$ cat src/assert_macros.svh
// ----------------------------------------------------------------------------
// Assertion macros
// Shared concurrent assertion forms for the RTL.
// ----------------------------------------------------------------------------
`ifndef ASSERT_MACROS_SVH
`define ASSERT_MACROS_SVH

// check cons in the same cycle as ante
`define ASSERT_IMPLIES(label, clk, rst, ante, cons) \
   label: assert property (@(posedge clk) disable iff (rst) (ante) |-> (cons)) \
      else $error("assertion failed");

// check cons in the cycle after ante
`define ASSERT_NEXT(label, clk, rst, ante, cons) \
   label: assert property (@(posedge clk) disable iff (rst) (ante) |=> (cons)) \
      else $error("assertion failed");

`endif

$ cat src/isc_pkg.sv
// ----------------------------------------------------------------------------
// Intertoken space classifier package
// Character codes, result codes, state and result types, and the per-byte
// classification function.
// ----------------------------------------------------------------------------
package isc_pkg;

   localparam int MAX_NEST = 255;
   localparam int NEST_W   = $clog2(MAX_NEST + 1);

   localparam logic [7:0] CHAR_LF    = 8'h0A;
   localparam logic [7:0] CHAR_CR    = 8'h0D;
   localparam logic [7:0] CHAR_TAB   = 8'h09;
   localparam logic [7:0] CHAR_SPACE = 8'h20;
   localparam logic [7:0] CHAR_SEMI  = 8'h3B;
   localparam logic [7:0] CHAR_HASH  = 8'h23;
   localparam logic [7:0] CHAR_BAR   = 8'h7C;

   localparam logic [2:0] KIND_TOKEN        = 3'd0;
   localparam logic [2:0] KIND_WHITESPACE   = 3'd1;
   localparam logic [2:0] KIND_LINE_END     = 3'd2;
   localparam logic [2:0] KIND_LINE_COMMENT = 3'd3;
   localparam logic [2:0] KIND_NEST_COMMENT = 3'd4;

   localparam logic [1:0] ERR_NONE         = 2'd0;
   localparam logic [1:0] ERR_OVERFLOW     = 2'd1;
   localparam logic [1:0] ERR_UNTERMINATED = 2'd2;

   typedef logic [NEST_W-1:0] nest_type;

   typedef struct packed {
      logic        in_line_comment;
      nest_type    nest_depth;
      logic        pair_second;
      logic [31:0] line_count;
   } ctx_type;

   typedef struct packed {
      logic [7:0]  char_out;
      logic [2:0]  kind;
      logic [31:0] line_number;
      logic [1:0]  error;
      logic        last;
   } result_type;

   typedef struct packed {
      ctx_type    ctx;
      result_type res;
   } step_type;

   localparam ctx_type CTX_RESET = '{
      in_line_comment: 1'b0,
      nest_depth:      '0,
      pair_second:     1'b0,
      line_count:      32'd1
   };

   function automatic step_type classify(ctx_type st, logic [7:0] b, logic has_next,
                                         logic [7:0] n, logic is_last);
      step_type   r;
      ctx_type    nx;
      logic [2:0] kind;
      logic [1:0] err;
      logic       eol;
      nx   = st;
      kind = KIND_TOKEN;
      err  = ERR_NONE;
      eol  = (b == CHAR_CR) || (b == CHAR_LF);
      if (st.pair_second) begin
         nx.pair_second = 1'b0;
         kind = (b == CHAR_LF) ? KIND_LINE_END : KIND_NEST_COMMENT;
      end else if (eol) begin
         kind = KIND_LINE_END;
         if (st.line_count != '1) begin
            nx.line_count = st.line_count + 32'd1;
         end
         nx.in_line_comment = 1'b0;
         if (b == CHAR_CR && has_next && n == CHAR_LF) begin
            nx.pair_second = 1'b1;
         end
      end else if (st.nest_depth != '0) begin
         kind = KIND_NEST_COMMENT;
         if (has_next && b == CHAR_BAR && n == CHAR_HASH) begin
            nx.nest_depth  = st.nest_depth - NEST_W'(1);
            nx.pair_second = 1'b1;
         end else if (has_next && b == CHAR_HASH && n == CHAR_BAR) begin
            if (st.nest_depth < NEST_W'(MAX_NEST)) begin
               nx.nest_depth = st.nest_depth + NEST_W'(1);
            end else begin
               err = ERR_OVERFLOW;
            end
            nx.pair_second = 1'b1;
         end
      end else if (st.in_line_comment) begin
         kind = KIND_LINE_COMMENT;
      end else if (b == CHAR_SPACE || b == CHAR_TAB) begin
         kind = KIND_WHITESPACE;
      end else if (b == CHAR_SEMI) begin
         kind = KIND_LINE_COMMENT;
         nx.in_line_comment = 1'b1;
      end else if (has_next && b == CHAR_HASH && n == CHAR_BAR) begin
         kind = KIND_NEST_COMMENT;
         nx.nest_depth  = NEST_W'(1);
         nx.pair_second = 1'b1;
      end
      if (is_last && nx.nest_depth != '0) begin
         err = ERR_UNTERMINATED;
      end
      r.ctx             = nx;
      r.res.char_out    = b;
      r.res.kind        = kind;
      r.res.line_number = nx.line_count;
      r.res.error       = err;
      r.res.last        = is_last;
      return r;
   endfunction

endpackage

$ cat src/isc_if.sv
// ----------------------------------------------------------------------------
// Intertoken space classifier channels
// Valid/ready channels for source bytes and classification results.
// ----------------------------------------------------------------------------
interface isc_req_if;
   logic       valid;
   logic       ready;
   logic [7:0] char_in;
   logic       end_of_input;

   modport source (output valid, output char_in, output end_of_input, input ready);
   modport sink   (input valid, input char_in, input end_of_input, output ready);
endinterface

interface isc_rsp_if;
   logic        valid;
   logic        ready;
   logic [7:0]  char_out;
   logic [2:0]  kind;
   logic [31:0] line_number;
   logic [1:0]  error;
   logic        last;

   modport source (output valid, output char_out, output kind, output line_number,
                   output error, output last, input ready);
   modport sink   (input valid, input char_out, input kind, input line_number,
                   input error, input last, output ready);
endinterface

$ cat src/intertoken_space_classifier.sv
// ----------------------------------------------------------------------------
// Intertoken space classifier
// Classifies source bytes as token text, whitespace, line ending, line-comment
// or nested-comment text, and tracks the line number.
// ----------------------------------------------------------------------------
// One byte is taken per cycle and each byte gives one result, one transaction
// behind the input because the block holds a byte back to see the next one.
// The transaction marked end_of_input flushes the held byte, if any, and itself,
// so it gives two results when a byte is held. Results go into a three-entry
// queue; the input is ready while at most one result is queued. With the
// result side always ready this takes one byte per cycle, except that the input
// is not ready after a flush that gives two results. After the final byte the
// held byte and the context, line counter included, return to reset values.
// ----------------------------------------------------------------------------
`include "assert_macros.svh"

module intertoken_space_classifier (
   input  logic              clock,
   input  logic              reset,
   isc_req_if.sink           req_ch,
   isc_rsp_if.source         rsp_ch
);

   logic [7:0]           held_byte_ff, held_byte_in;
   logic                 held_valid_ff, held_valid_in;
   isc_pkg::ctx_type     ctx_ff, ctx_in;
   isc_pkg::result_type  slot_ff [3];
   isc_pkg::result_type  slot_in [3];
   logic [1:0]           count_ff, count_in;

   isc_pkg::step_type    step0, step1;
   isc_pkg::ctx_type     ctx_mid;
   isc_pkg::result_type  r0, r1;
   logic                 accept, pop;
   logic [1:0]           push_n, base;
   logic                 flush, flush_with_held, depth_ok;

   assign accept = req_ch.valid && req_ch.ready;
   assign pop    = rsp_ch.valid && rsp_ch.ready;

   assign req_ch.ready = (count_ff <= 2'd1);
   assign rsp_ch.valid = (count_ff != 2'd0);
   assign rsp_ch.char_out    = slot_ff[0].char_out;
   assign rsp_ch.kind        = slot_ff[0].kind;
   assign rsp_ch.line_number = slot_ff[0].line_number;
   assign rsp_ch.error       = slot_ff[0].error;
   assign rsp_ch.last        = slot_ff[0].last;

   always_comb begin
      step0   = isc_pkg::classify(ctx_ff, held_byte_ff, 1'b1, req_ch.char_in, 1'b0);
      ctx_mid = held_valid_ff ? step0.ctx : ctx_ff;
      step1   = isc_pkg::classify(ctx_mid, req_ch.char_in, 1'b0, 8'h00, 1'b1);
      if (held_valid_ff) begin
         r0 = step0.res;
         r1 = step1.res;
      end else begin
         r0 = step1.res;
         r1 = step1.res;
      end
      push_n = 2'd0;
      if (accept) begin
         push_n = 2'(held_valid_ff) + 2'(req_ch.end_of_input);
      end
   end

   always_comb begin
      held_byte_in  = held_byte_ff;
      held_valid_in = held_valid_ff;
      ctx_in        = ctx_ff;
      if (accept) begin
         if (req_ch.end_of_input) begin
            held_byte_in  = 8'h00;
            held_valid_in = 1'b0;
            ctx_in        = isc_pkg::CTX_RESET;
         end else begin
            held_byte_in  = req_ch.char_in;
            held_valid_in = 1'b1;
            ctx_in        = ctx_mid;
         end
      end
   end

   // shift out on pop, then append new results behind the survivors
   always_comb begin
      base = count_ff - 2'(pop);
      for (int i = 0; i < 3; i++) begin
         if (pop && i < 2) begin
            slot_in[i] = slot_ff[i + 1];
         end else begin
            slot_in[i] = slot_ff[i];
         end
         if (push_n != 2'd0 && 2'(i) == base) begin
            slot_in[i] = r0;
         end
         if (push_n == 2'd2 && 2'(i) == base + 2'd1) begin
            slot_in[i] = r1;
         end
      end
      count_in = base + push_n;
   end

   always_ff @(posedge clock) begin
      if (reset) begin
         held_byte_ff  <= 8'h00;
         held_valid_ff <= 1'b0;
         ctx_ff        <= isc_pkg::CTX_RESET;
         count_ff      <= 2'd0;
      end else begin
         held_byte_ff  <= held_byte_in;
         held_valid_ff <= held_valid_in;
         ctx_ff        <= ctx_in;
         count_ff      <= count_in;
      end
   end

   always_ff @(posedge clock) begin
      for (int i = 0; i < 3; i++) begin
         slot_ff[i] <= slot_in[i];
      end
   end

   assign flush           = accept && req_ch.end_of_input;
   assign flush_with_held = flush && held_valid_ff;
   assign depth_ok        = ctx_ff.nest_depth <= isc_pkg::NEST_W'(isc_pkg::MAX_NEST);

   `ASSERT_NEXT(a_flush_two, clock, reset, flush_with_held, count_ff >= 2'd2)
   `ASSERT_NEXT(a_flush_reset, clock, reset, flush, !held_valid_ff && ctx_ff.line_count == 32'd1)
   `ASSERT_IMPLIES(a_pair_held, clock, reset, ctx_ff.pair_second, held_valid_ff)
   `ASSERT_IMPLIES(a_depth_max, clock, reset, 1'b1, depth_ok)

endmodule
$ cat src/flat_wrapper.sv
// flat-port wrapper written by rule: the top's interface ports become plain ports
module intertoken_space_classifier_flat 
  (clock, reset, req_ch_valid, req_ch_char_in, req_ch_end_of_input, req_ch_ready, rsp_ch_valid, rsp_ch_char_out, rsp_ch_kind, rsp_ch_line_number, rsp_ch_error, rsp_ch_last, rsp_ch_ready);
  isc_req_if req_ch_i ();
  isc_rsp_if rsp_ch_i ();
  input  logic clock;
  input  logic reset;
  input wire logic [$bits(req_ch_i.valid)-1:0] req_ch_valid;
  input wire logic [$bits(req_ch_i.char_in)-1:0] req_ch_char_in;
  input wire logic [$bits(req_ch_i.end_of_input)-1:0] req_ch_end_of_input;
  output wire logic [$bits(req_ch_i.ready)-1:0] req_ch_ready;
  output wire logic [$bits(rsp_ch_i.valid)-1:0] rsp_ch_valid;
  output wire logic [$bits(rsp_ch_i.char_out)-1:0] rsp_ch_char_out;
  output wire logic [$bits(rsp_ch_i.kind)-1:0] rsp_ch_kind;
  output wire logic [$bits(rsp_ch_i.line_number)-1:0] rsp_ch_line_number;
  output wire logic [$bits(rsp_ch_i.error)-1:0] rsp_ch_error;
  output wire logic [$bits(rsp_ch_i.last)-1:0] rsp_ch_last;
  input wire logic [$bits(rsp_ch_i.ready)-1:0] rsp_ch_ready;
  assign req_ch_i.valid = req_ch_valid;
  assign req_ch_i.char_in = req_ch_char_in;
  assign req_ch_i.end_of_input = req_ch_end_of_input;
  assign req_ch_ready = req_ch_i.ready;
  assign rsp_ch_valid = rsp_ch_i.valid;
  assign rsp_ch_char_out = rsp_ch_i.char_out;
  assign rsp_ch_kind = rsp_ch_i.kind;
  assign rsp_ch_line_number = rsp_ch_i.line_number;
  assign rsp_ch_error = rsp_ch_i.error;
  assign rsp_ch_last = rsp_ch_i.last;
  assign rsp_ch_i.ready = rsp_ch_ready;
  intertoken_space_classifier u_core (.clock(clock), .reset(reset), .req_ch(req_ch_i), .rsp_ch(rsp_ch_i));
endmodule
$ cat config.mk
export PLATFORM = sky130hd
export DESIGN_NAME = intertoken_space_classifier_flat
export DESIGN_NICKNAME = d
export VERILOG_FILES = /design/src/isc_pkg.sv /design/src/isc_if.sv /design/src/intertoken_space_classifier.sv /design/src/flat_wrapper.sv
export VERILOG_INCLUDE_DIRS = /design/src /design/src/src
export SDC_FILE = /design/constraint.sdc
export NUM_CORES = 1
export LEC_CHECK = 0
export ABC_AREA = 1
export BUFFER_PORTS_ARGS = -buffer_cell sky130_fd_sc_hd__buf_4
export CORE_MARGIN = 4
export CORE_UTILIZATION = 30
export DETAILED_ROUTE_END_ITERATION = 7
export GPL_TIMING_DRIVEN = 0
export SYNTH_ARGS = -nofsm -noshare
export SYNTH_HDL_FRONTEND = slang
export SYNTH_SLANG_ARGS = --single-unit
$ cat constraint.sdc
create_clock -name clock -period 8.4 [get_ports clock]
set_clock_uncertainty 0.15 [all_clocks]
set_input_delay 0.84 -clock clock [delete_from_list [all_inputs] [get_ports clock]]
set_output_delay 0.84 -clock clock [all_outputs]
set_load 0.05 [all_outputs]
---- Yosys cells after proc, flatten, opt, wreduce, memory -nomap -nowiden ----
Memory sizes are Yosys's and may differ from the RTL's.
Index checks and enable logic that the tools add are counted.
storage, ports and cells
  flip-flop bits (word level) ............. 53
  bits in writable memories ............... 138
  input port bits ......................... 13
  output and inout port bits .............. 48
  word-level logic and storage cells ...... 118
  memories kept ........................... 1
cells by class
  $add $sub $neg .......................... 8
  $lt $le $gt $ge ......................... 2
  eq/ne operators ......................... 21
  muxes and demuxes ....................... 58
  reductions and logical operators ........ 21
memory list
  name            depth  bits a word  read ports  clocked after Yosys merged registers in  wr ports  line                               source
  u_core.slot_ff  3      46           3           0                                        3         intertoken_space_classifier.sv:27  isc_pkg::result_type slot_ff [3];
operators by type and width
  cell                                                                    number
  46-bit 2-to-1 mux                                                       9
  32-bit 2-to-1 mux                                                       6
  42-bit 2-to-1 mux                                                       2
  32-bit by 1-bit adder with 32-bit output (second input constant)        2
  32-bit inequality test (second input constant)                          2
  9-bit 2-to-1 mux                                                        6
  8-bit by 4-bit equality test with 1-bit output (second input constant)  6
  8-bit by 6-bit equality test with 1-bit output (second input constant)  6
  3-bit 2-to-1 mux                                                        14
  8-bit 2-to-1 mux                                                        3
  10-bit 2-to-1 mux                                                       2
  8-bit by 7-bit equality test with 1-bit output (second input constant)  2
  2-bit 2-to-1 mux                                                        8
  8-bit nonzero test                                                      2
  1-bit logical AND                                                       11
  8-bit by 1-bit adder with 8-bit output (second input constant)          1
  8-bit less-than comparator (second input constant)                      1
  1-bit 2-to-1 mux                                                        8
  8-bit by 1-bit subtractor with 8-bit output (second input constant)     1
  1-bit by 2-bit equality test with 1-bit output (first input constant)   2
  2-bit equality test (first input constant)                              2
  2-bit logical NOT                                                       2
  1-bit logical OR                                                        4
  2-bit nonzero test                                                      2
  6 further kinds                                                         6

---- Logic depth before layout (Yosys ltp) ----
Gate-level depths: netlist of run 1.
  depth after elaboration ................. 17
  mapped depth ............................ 26
  mapped depth without buffers ............ 25

---- Worst setup path before layout of run 1 ----
Ideal clock, no wire load.
  path kind ............................... register -> register
  start point ............................. register u_core.count_ff[1] (netlist name)
  end point ............................... memory u_core.slot_ff[0][100] in the netlist's numbering (enable)
  library setup time ...................... 0.402 ns
  arrival ................................. 3.433 ns
  data required time ...................... 7.848 ns
  path slack .............................. 4.414 ns
  stages on the path, launching flop included .. 14
  buffers on the path ..................... 1
  period minus slack after synthesis ...... 3.986 ns
  path through ............................ dfxtp_1 > inv_1 > nand2_1 > nand2_1 > inv_1 > ha_1 > inv_1 > nand2_1 > nand2_1 > inv_1 > nor3_1 > inv_1 > clkbuf_1 > nand2_1
RTL lines
  what           line
  end, declared  intertoken_space_classifier.sv:27

==> impl_metrics.json, run 1 <==
{
  "hold_fix_buffers_at_cts": 0,
  "nets": 2038,
  "routed_wl_um": 48100,
  "ctsRootBufferMaster": "sky130_fd_sc_hd__clkbuf_16",
  "cpPeakStageDelay_ns": 0.54,
  "mappedNetlistNets": 1957,
  "crit_slowest_cell": "sky130_fd_sc_hd__o21ai_0",
  "drc": 0,
  "syn_inst": 1937,
  "clock-sinks": 191,
  "startpoint_type": "flip-flop",
  "grt_pass1_vias": 12300,
  "antenna_left": 0,
  "numCtsBuffers": 17,
  "core_area_um2": 43300,
  "worst-slew-pin-transition_ns": 0.849,
  "cellLeakagePower_nw": 6.03,
  "slew-limit-headroom_pct": 43.4,
  "final_cell_count_no_fill": 2616,
  "yosys.area.top_type": "sky130_fd_sc_hd__edfxtp_1",
  "grt.overflow.total": 0,
  "design.portCount": 61,
  "cp_common_cell": "sky130_fd_sc_hd__nand2_1",
  "finalCoreUtilization_pct": 34.8,
  "dr.first_iter.drc_count": 1575,
  "power.total_mw": 3.92,
  "grt_pass1_wl_um": 72300,
  "yosysWarnings": 0,
  "met3RoutedLength_um": 3620,
  "die-width_um": 218,
  "critical_path.endpoint_type": "flip-flop",
  "routed_via_density": 5.13,
  "dp_hpwl_um": 37400,
  "ys_ff_latch": 191,
  "holdWs_ns": 0.315,
  "antenna-diode-count": 0,
  "initial_core_util_pct": 30.5,
  "detailroute.wirelength.met2_um": 21700,
  "cts_repair_resize_count": 0,
  "height_of_the_chip_um": 218,
  "placement_rows": 76,
  "critical_path_peak_fanout": 9,
  "stdcell_area_um2": 15000,
  "power_density_nw_per_um2": 261,
  "critical-path-top-delay-family": "simple AND/OR/NAND/NOR gates",
  "synth_seq_area_share_pct": 38.9,
  "layout-drive-gt1-share_pct": 12.0,
  "critPathKind": "reg2reg",
  "grt_util_overall_pct": 19.7,
  "critical_path_buf_inv_count": 1,
  "final.period_utilization_pct": 55.5,
  "insertion_delay_ns": 0.45,
  "grt_max_degree": 35,
  "timing_hold_violations_final": 0,
  "setup_total_negative_slack_ns": 0,
  "gp_routability_congestion": 0.958,
  "max_cap_violations": 0,
  "worst_vdd_rail_ir_drop_mv": 0.145,
  "worstPathCellList": "ha_1, inv_1, nor2_4, nand2_4, nor2_8, nand3_4, nand2_2, nand2_1, nand3_1, nand2_1, ha_1, nand2_1, nor2_4, nand2_2, nor2_4, nand3_4, nand2_1, o21ai_0, o21ai_1, nor2_1, o21ai_1",
  "hold_path.class": "reg2reg",
  "synth.distinct_cells": 52,
  "synth.top_cells.by_area": "sky130_fd_sc_hd__edfxtp_1 (30%), sky130_fd_sc_hd__nand2_1 (19%), sky130_fd_sc_hd__dfxtp_1 (8.9%)",
  "route.vias.total": 13400,
  "yosysTopAreaCellShare_pct": 30.0,
  "cts_max_level": 4,
  "dpl-instance-area_um2": 14500,
  "cts_post_setup_buffers_inserted": 0,
  "worst_slack_ns": 3.74,
  "drt_pre_antenna_iters": 7,
  "clock_path_buffers": 2,
  "area_growth_pct": 13.8,
  "mappedNetlistArea_um2": 13200,
  "io_buffers": 59,
  "timing.reg2reg.setup_slack_ns": 3.74,
  "finalMaxSlewViolations": 0,
  "grt_setup_unrepaired": "false",
  "worst-endpoint-arrival_ns": 4.70,
  "achievable-frequency_ghz": 0.215,
  "min_period_ns": 4.66,
  "antenna_found_initial": 0,
  "drt-met1-wl_um": 20900,
  "required_time_at_the_worst_slack_endpoint_ns": 8.44,
  "clock_tree_from_tritoncts": "built",
  "route.top_layer_used": "met4",
  "dp_cells": 2584,
  "wl_per_cell_um": 18.4,
  "cts.reportedPaths.clkPinSlew_ns": 0.08,
  "report.final.setup_viol": 0,
  "syn-mean-instance-area_um2": 6.82,
  "preCtsSetupSlack_ns": 3.91,
  "run_status": "finished, final reports clean",
  "design.die.area_um2": 47500
}
==> flip-flops by register name, indices dropped and copies added, names as in the netlist <==
signal                flops
u_core.count_ff           2
u_core.held_valid_ff      1
u_core.slot_ff          138
u_core.ctx_ff            42
u_core.held_byte_ff       8
==> cells by family (layout without fill, tap and decap cells) <==
family	count (synthesis)	count (layout)	share of synthesized area, %
AOI/OAI and AO/OA	289	289	12.1
xor gates and xnor gates	7	7	0.748
adders and majority gates	7	7	0.663
buffers and inverters	318	412	10.7
DFF	191	191	38.9
and+or+nand+nor	1125	1125	36.9
==> layer usage <==
layer  vias up  track usage (%)
met4         0             7.65
li1       6497                -
met3       101             2.79
met5         -                0
met1      6217             26.8
met2       593             31.8
==> worst reg2reg max path: stages (launching register included) <==
cell,delay [ns]
sky130_fd_sc_hd__dfxtp_1,0.46
sky130_fd_sc_hd__ha_1,0.27
sky130_fd_sc_hd__inv_1,0.09
sky130_fd_sc_hd__nor2_4,0.17
sky130_fd_sc_hd__nand2_4,0.12
sky130_fd_sc_hd__nor2_8,0.22
sky130_fd_sc_hd__nand3_4,0.19
sky130_fd_sc_hd__nand2_2,0.24
sky130_fd_sc_hd__nand2_1,0.08
sky130_fd_sc_hd__nand3_1,0.22
sky130_fd_sc_hd__nand2_1,0.19
sky130_fd_sc_hd__ha_1,0.26
sky130_fd_sc_hd__nand2_1,0.12
sky130_fd_sc_hd__nor2_4,0.05
sky130_fd_sc_hd__nand2_2,0.17
sky130_fd_sc_hd__nor2_4,0.07
sky130_fd_sc_hd__nand3_4,0.13
sky130_fd_sc_hd__nand2_1,0.16
sky130_fd_sc_hd__o21ai_0,0.54
sky130_fd_sc_hd__o21ai_1,0.25
sky130_fd_sc_hd__nor2_1,0.18
sky130_fd_sc_hd__o21ai_1,0.08
==> power by group <==
group	switching, mW	internal (mW)
Sequential	0.0668	1.37
Clock	0.387	0.445
Combinational	1.14	0.519
Total	1.59	2.33
==> placed cells by master, fill, tap and decap left out, types with 3 or more instances in the layout <==
| cell type | instances |
|---|---|
| sky130_fd_sc_hd__buf_1 | 6 |
| sky130_fd_sc_hd__buf_12 | 3 |
| sky130_fd_sc_hd__buf_4 | 106 |
| sky130_fd_sc_hd__a22oi_1 | 6 |
| sky130_fd_sc_hd__or2_2 | 9 |
| sky130_fd_sc_hd__nor2_2 | 15 |
| sky130_fd_sc_hd__edfxtp_1 | 132 |
| sky130_fd_sc_hd__nand2_1 | 652 |
| sky130_fd_sc_hd__nor2_1 | 176 |
| sky130_fd_sc_hd__nand2_2 | 24 |
| sky130_fd_sc_hd__xnor2_2 | 3 |
| sky130_fd_sc_hd__inv_2 | 9 |
| sky130_fd_sc_hd__dfxtp_1 | 59 |
| sky130_fd_sc_hd__o21ai_0 | 92 |
| sky130_fd_sc_hd__clkbuf_16 | 17 |
| sky130_fd_sc_hd__o21ai_1 | 26 |
| sky130_fd_sc_hd__clkbuf_1 | 62 |
| sky130_fd_sc_hd__o22ai_1 | 15 |
| sky130_fd_sc_hd__nor3_2 | 4 |
| sky130_fd_sc_hd__ha_1 | 7 |
| sky130_fd_sc_hd__buf_2 | 13 |
| sky130_fd_sc_hd__a21oi_1 | 112 |
| sky130_fd_sc_hd__nand3_2 | 7 |
| sky130_fd_sc_hd__o21bai_1 | 4 |
| sky130_fd_sc_hd__nand4_1 | 52 |
| sky130_fd_sc_hd__inv_6 | 3 |
| sky130_fd_sc_hd__nor4_1 | 4 |
| sky130_fd_sc_hd__buf_6 | 4 |
| sky130_fd_sc_hd__nor2_4 | 7 |
| sky130_fd_sc_hd__o211ai_1 | 17 |
| sky130_fd_sc_hd__nor3_1 | 18 |
| sky130_fd_sc_hd__clkinv_1 | 9 |
| sky130_fd_sc_hd__clkinv_4 | 3 |
| sky130_fd_sc_hd__inv_1 | 171 |
| sky130_fd_sc_hd__nand3_1 | 148 |
==> cells in the mapped netlist (all sizes together) <==
master   number
a22oi         6
nor2        199
clkbuf       61
o22ai        15
buf          70
a2bb2oi       1
a32o          1
nor3         22
and2          1
or2          10
nand2       678
o2111ai       1
dfxtp        59
o31ai         2
nand4        52
clkinv        7
o21bai        4
o211ai       17
o311ai        1
xnor2         4
nand3       157
a21boi        4
o221ai        1
edfxtp      132
nand3b        2
xor2          3
a21oi       114
ha            7
inv         180
nor4          4
a31oi         2
o21ai       120
==> path summary, 6_finish.rpt <==
kind | depth (start not counted) | startpoint | endpoint
setup / recovery | 21 | u_core.ctx_ff[0]$_SDFFE_PP1P_ | u_core.slot_ff[0][4]$_DFFE_PP_
hold / removal | 2 | u_core.slot_ff[0][0]$_SDFFE_PP1P_ | u_core.slot_ff[0][0]$_SDFFE_PP1P_
setup reg to reg | 21 | u_core.ctx_ff[0]$_SDFFE_PP1P_ | u_core.slot_ff[0][4]$_DFFE_PP_
hold reg to reg | 2 | u_core.slot_ff[0][0]$_SDFFE_PP1P_ | u_core.slot_ff[0][0]$_SDFFE_PP1P_
==> final cells by class <==
type / count / area (um^2)
buffer: 131 / 714
clock buffer: 18 / 429
clock inverter: 14 / 155
fill: 4634 / 28200
inverter: 187 / 702
multi-input combinational: 1428 / 6660
sequential: 191 / 5140
tap: 585 / 732
timing repair buffer: 62 / 503
Note: power is estimated with default switching activity, not from simulation.
==> run 2: changes to the inputs <==
==> constraint.sdc (replaced) <==
create_clock -name clock -period 3.8 [get_ports clock]
set_clock_uncertainty 0.15 [all_clocks]
set_input_delay 0.38 -clock clock [delete_from_list [all_inputs] [get_ports clock]]
set_output_delay 0.38 -clock clock [all_outputs]
set_load 0.05 [all_outputs]
==> impl_metrics.json, run 2 (synthesized netlist as in run 1, its figures left out) <==
{
  "area_growth_pct": 24.3,
  "cts_max_level": 4,
  "clock-sinks": 191,
  "initial_core_util_pct": 30.5,
  "r2r-start": "u_core.ctx_ff[1]$_SDFFE_PP0P_",
  "dp_hpwl_um": 37200,
  "finalCoreUtilization_pct": 38.0,
  "layout.filler_cells": 4592,
  "grtUsageMet3_pct": 2.58,
  "numCtsBuffers": 17,
  "wl_per_cell_um": 18.4,
  "min_period_ns": 3.69,
  "switching_share_pct": 41.7,
  "largest_register_ffs": 138,
  "worst_vdd_rail_ir_drop_mv": 0.377,
  "achievable-frequency_ghz": 0.271,
  "r2r.worst_path.cells": 24,
  "hold_path.class": "in2reg",
  "clock_tree_from_tritoncts": "built",
  "grt_pass1_wl_um": 73300,
  "placement_rows": 76,
  "grt_most_used_layer": "met2",
  "layout-drive-gt1-share_pct": 22.2,
  "max_cap_violations": 0,
  "die-width_um": 218,
  "insertion_delay_ns": 0.45,
  "required_time_at_the_worst_slack_endpoint_ns": 3.85,
  "number_of_stages_on_the_worst_hold_path": 3,
  "timing_hold_violations_final": 0,
  "dpl-instance-area_um2": 14400,
  "layout_commonest_cell": "sky130_fd_sc_hd__nand2_1",
  "stdcell_area_um2": 16400,
  "finalMaxSlewViolations": 0,
  "p_switching_mw": 3.60,
  "routed_wl_um": 49400,
  "ctsRootBufferMaster": "sky130_fd_sc_hd__clkbuf_16",
  "clock_path_buffers": 2,
  "report.final.setup_viol": 0,
  "gp_routability_congestion": 0.951,
  "combinationalPowerShare_pct": 42.6,
  "largest_register": "u_core.slot_ff",
  "critPathKind": "reg2reg",
  "multiInputGateArea_um2": 7470,
  "grt.overflow.total": 0,
  "timing.reg2reg.setup_slack_ns": 0.11,
  "sequential_cell_area_um2": 5190,
  "drt_pre_antenna_iters": 6,
  "sequentialPowerShare_pct": 36.8,
  "critical_path.startpoint": "u_core.ctx_ff[1]$_SDFFE_PP0P_",
  "antenna-diode-count": 0,
  "critical_path_peak_fanout": 10,
  "route.vias.total": 13800,
  "hold_end": "u_core.held_byte_ff[3]$_SDFFE_PP0P_",
  "core_area_um2": 43300,
  "dr.first_iter.drc_count": 1583,
  "routed_via_density": 5.13,
  "final.period_utilization_pct": 97.2,
  "layout.cells.most_common_list": "sky130_fd_sc_hd__nand2_1 (610), sky130_fd_sc_hd__buf_4 (170), sky130_fd_sc_hd__inv_1 (169)",
  "design.portCount": 61,
  "gr-usage-met2_pct": 32.9,
  "p_clk_share_pct": 20.6,
  "antenna_found_initial": 0,
  "nets": 2104,
  "design.die.area_um2": 47500,
  "critical_path.endpoint_type": "flip-flop",
  "startpoint_type": "flip-flop",
  "height_of_the_chip_um": 218,
  "cellLeakagePower_nw": 6.55,
  "worst-slew-pin-transition_ns": 0.959,
  "power_density_nw_per_um2": 526,
  "p_int_mw": 5.04,
  "preCtsSetupSlack_ns": -0.649,
  "drc": 0,
  "global_route_track_usage_on_met1_pct": 27.0,
  "biggestRegsByFlops": "u_core.slot_ff x138, u_core.ctx_ff x42, u_core.held_byte_ff x8",
  "r2r_end": "u_core.slot_ff[0][24]$_DFFE_PP_",
  "run_status": "finished, final reports clean",
  "cts.reportedPaths.clkPinSlew_ns": 0.08,
  "grt_max_degree": 45,
  "hold_fix_buffers_at_cts": 0,
  "grt_setup_unrepaired": "true",
  "io_buffers": 59,
  "grt_pass1_vias": 12300,
  "grt_util_overall_pct": 19.9,
  "antenna_left": 0,
  "hold_path_startpoint": "req_ch_char_in[3]",
  "worst_slack_ns": 0.105,
  "slew-limit-headroom_pct": 36.0,
  "worst-endpoint-arrival_ns": 3.74
}
## run 2: through the flow
step	cells	TNS, ns	hold WS (ns)	total power, mW
after global routing	2682	-0.388	0.0692	9.03
after CTS	2630	0	0.0653	8.61
after detailed placement	2581	-61.38	0.300	6.83
after global placement	2581	-54.71	0.291	6.78
final	2682	0	0.0740	8.65
after floorplan	1937	0	0.277	5.72
## run 2: area by class of cell
class	instances	share of cell area (%)
flip-flops and latches	191	31.6
multi-input cells	1428	45.4
clock buffers	19	2.70
clock inverters	13	0.746
inverters	187	4.29
well taps	585	4.45
plain buffers	131	4.61
repair buffers	128	6.16
## run 2: repair_timing
action | in CTS | in global routing
pin swaps | 11 | 59
setup endpoints to repair | 231 | 200
setup buffers | 17 | 50
gates cloned | 0 | 2
resized for setup | 64 | 183
## run 2: power by group through the flow
stage / registers (mW) / clock network (mW) / logic [mW]
floorplan: 3.20 / 0 / 2.52
global placement: 3.22 / 0 / 3.56
detailed placement: 3.25 / 0 / 3.58
CTS: 3.19 / 1.80 / 3.62
global route: 3.24 / 1.86 / 3.93
finish: 3.18 / 1.78 / 3.68
## run 2: how the worst max path moves through the flow
stage	slack (ns)	end	depth (start not counted)
6_report	0.11	u_core.slot_ff[0][24]$_DFFE_PP_	24
4_1_cts	0.0003	u_core.slot_ff[0][16]$_DFFE_PP_	23
3_5_place_dp	-0.65	u_core.slot_ff[0][4]$_DFFE_PP_	21
5_1_grt	-0.03	u_core.slot_ff[0][30]$_DFFE_PP_	24
2_1_floorplan	0.22	u_core.slot_ff[0][100]$_DFFE_PP_	13
3_3_place_gp	-0.66	u_core.slot_ff[0][4]$_DFFE_PP_	22
## run 2: per-layer routing
metal	vias to the layer above	wire, um
li1	6640	-
met1	6407	20800
met2	623	23200
met3	99	3820
met4	0	1550
met5	-	0
## run 2: critical path, stage by stage (launching register included)
cell and delay [ns]:
sky130_fd_sc_hd__dfxtp_4 0.39, sky130_fd_sc_hd__ha_4 0.15, sky130_fd_sc_hd__inv_1 0.06, sky130_fd_sc_hd__nor2_4 0.13, sky130_fd_sc_hd__nand2_4 0.12, sky130_fd_sc_hd__nor2_8 0.19
sky130_fd_sc_hd__nand3_4 0.21, sky130_fd_sc_hd__nand2_4 0.17, sky130_fd_sc_hd__nand2_1 0.11, sky130_fd_sc_hd__nand3_4 0.13, sky130_fd_sc_hd__nand2_2 0.10, sky130_fd_sc_hd__ha_4 0.17
sky130_fd_sc_hd__nand2_2 0.08, sky130_fd_sc_hd__nor2_4 0.05, sky130_fd_sc_hd__nand2_4 0.13, sky130_fd_sc_hd__nor2_4 0.05, sky130_fd_sc_hd__nand3_4 0.14, sky130_fd_sc_hd__buf_6 0.18
sky130_fd_sc_hd__nand3_1 0.08, sky130_fd_sc_hd__nand2_1 0.06, sky130_fd_sc_hd__nand2_1 0.14, sky130_fd_sc_hd__nand2_1 0.09, sky130_fd_sc_hd__nand2_1 0.12, sky130_fd_sc_hd__nor2_1 0.12
sky130_fd_sc_hd__o21ai_1 0.07
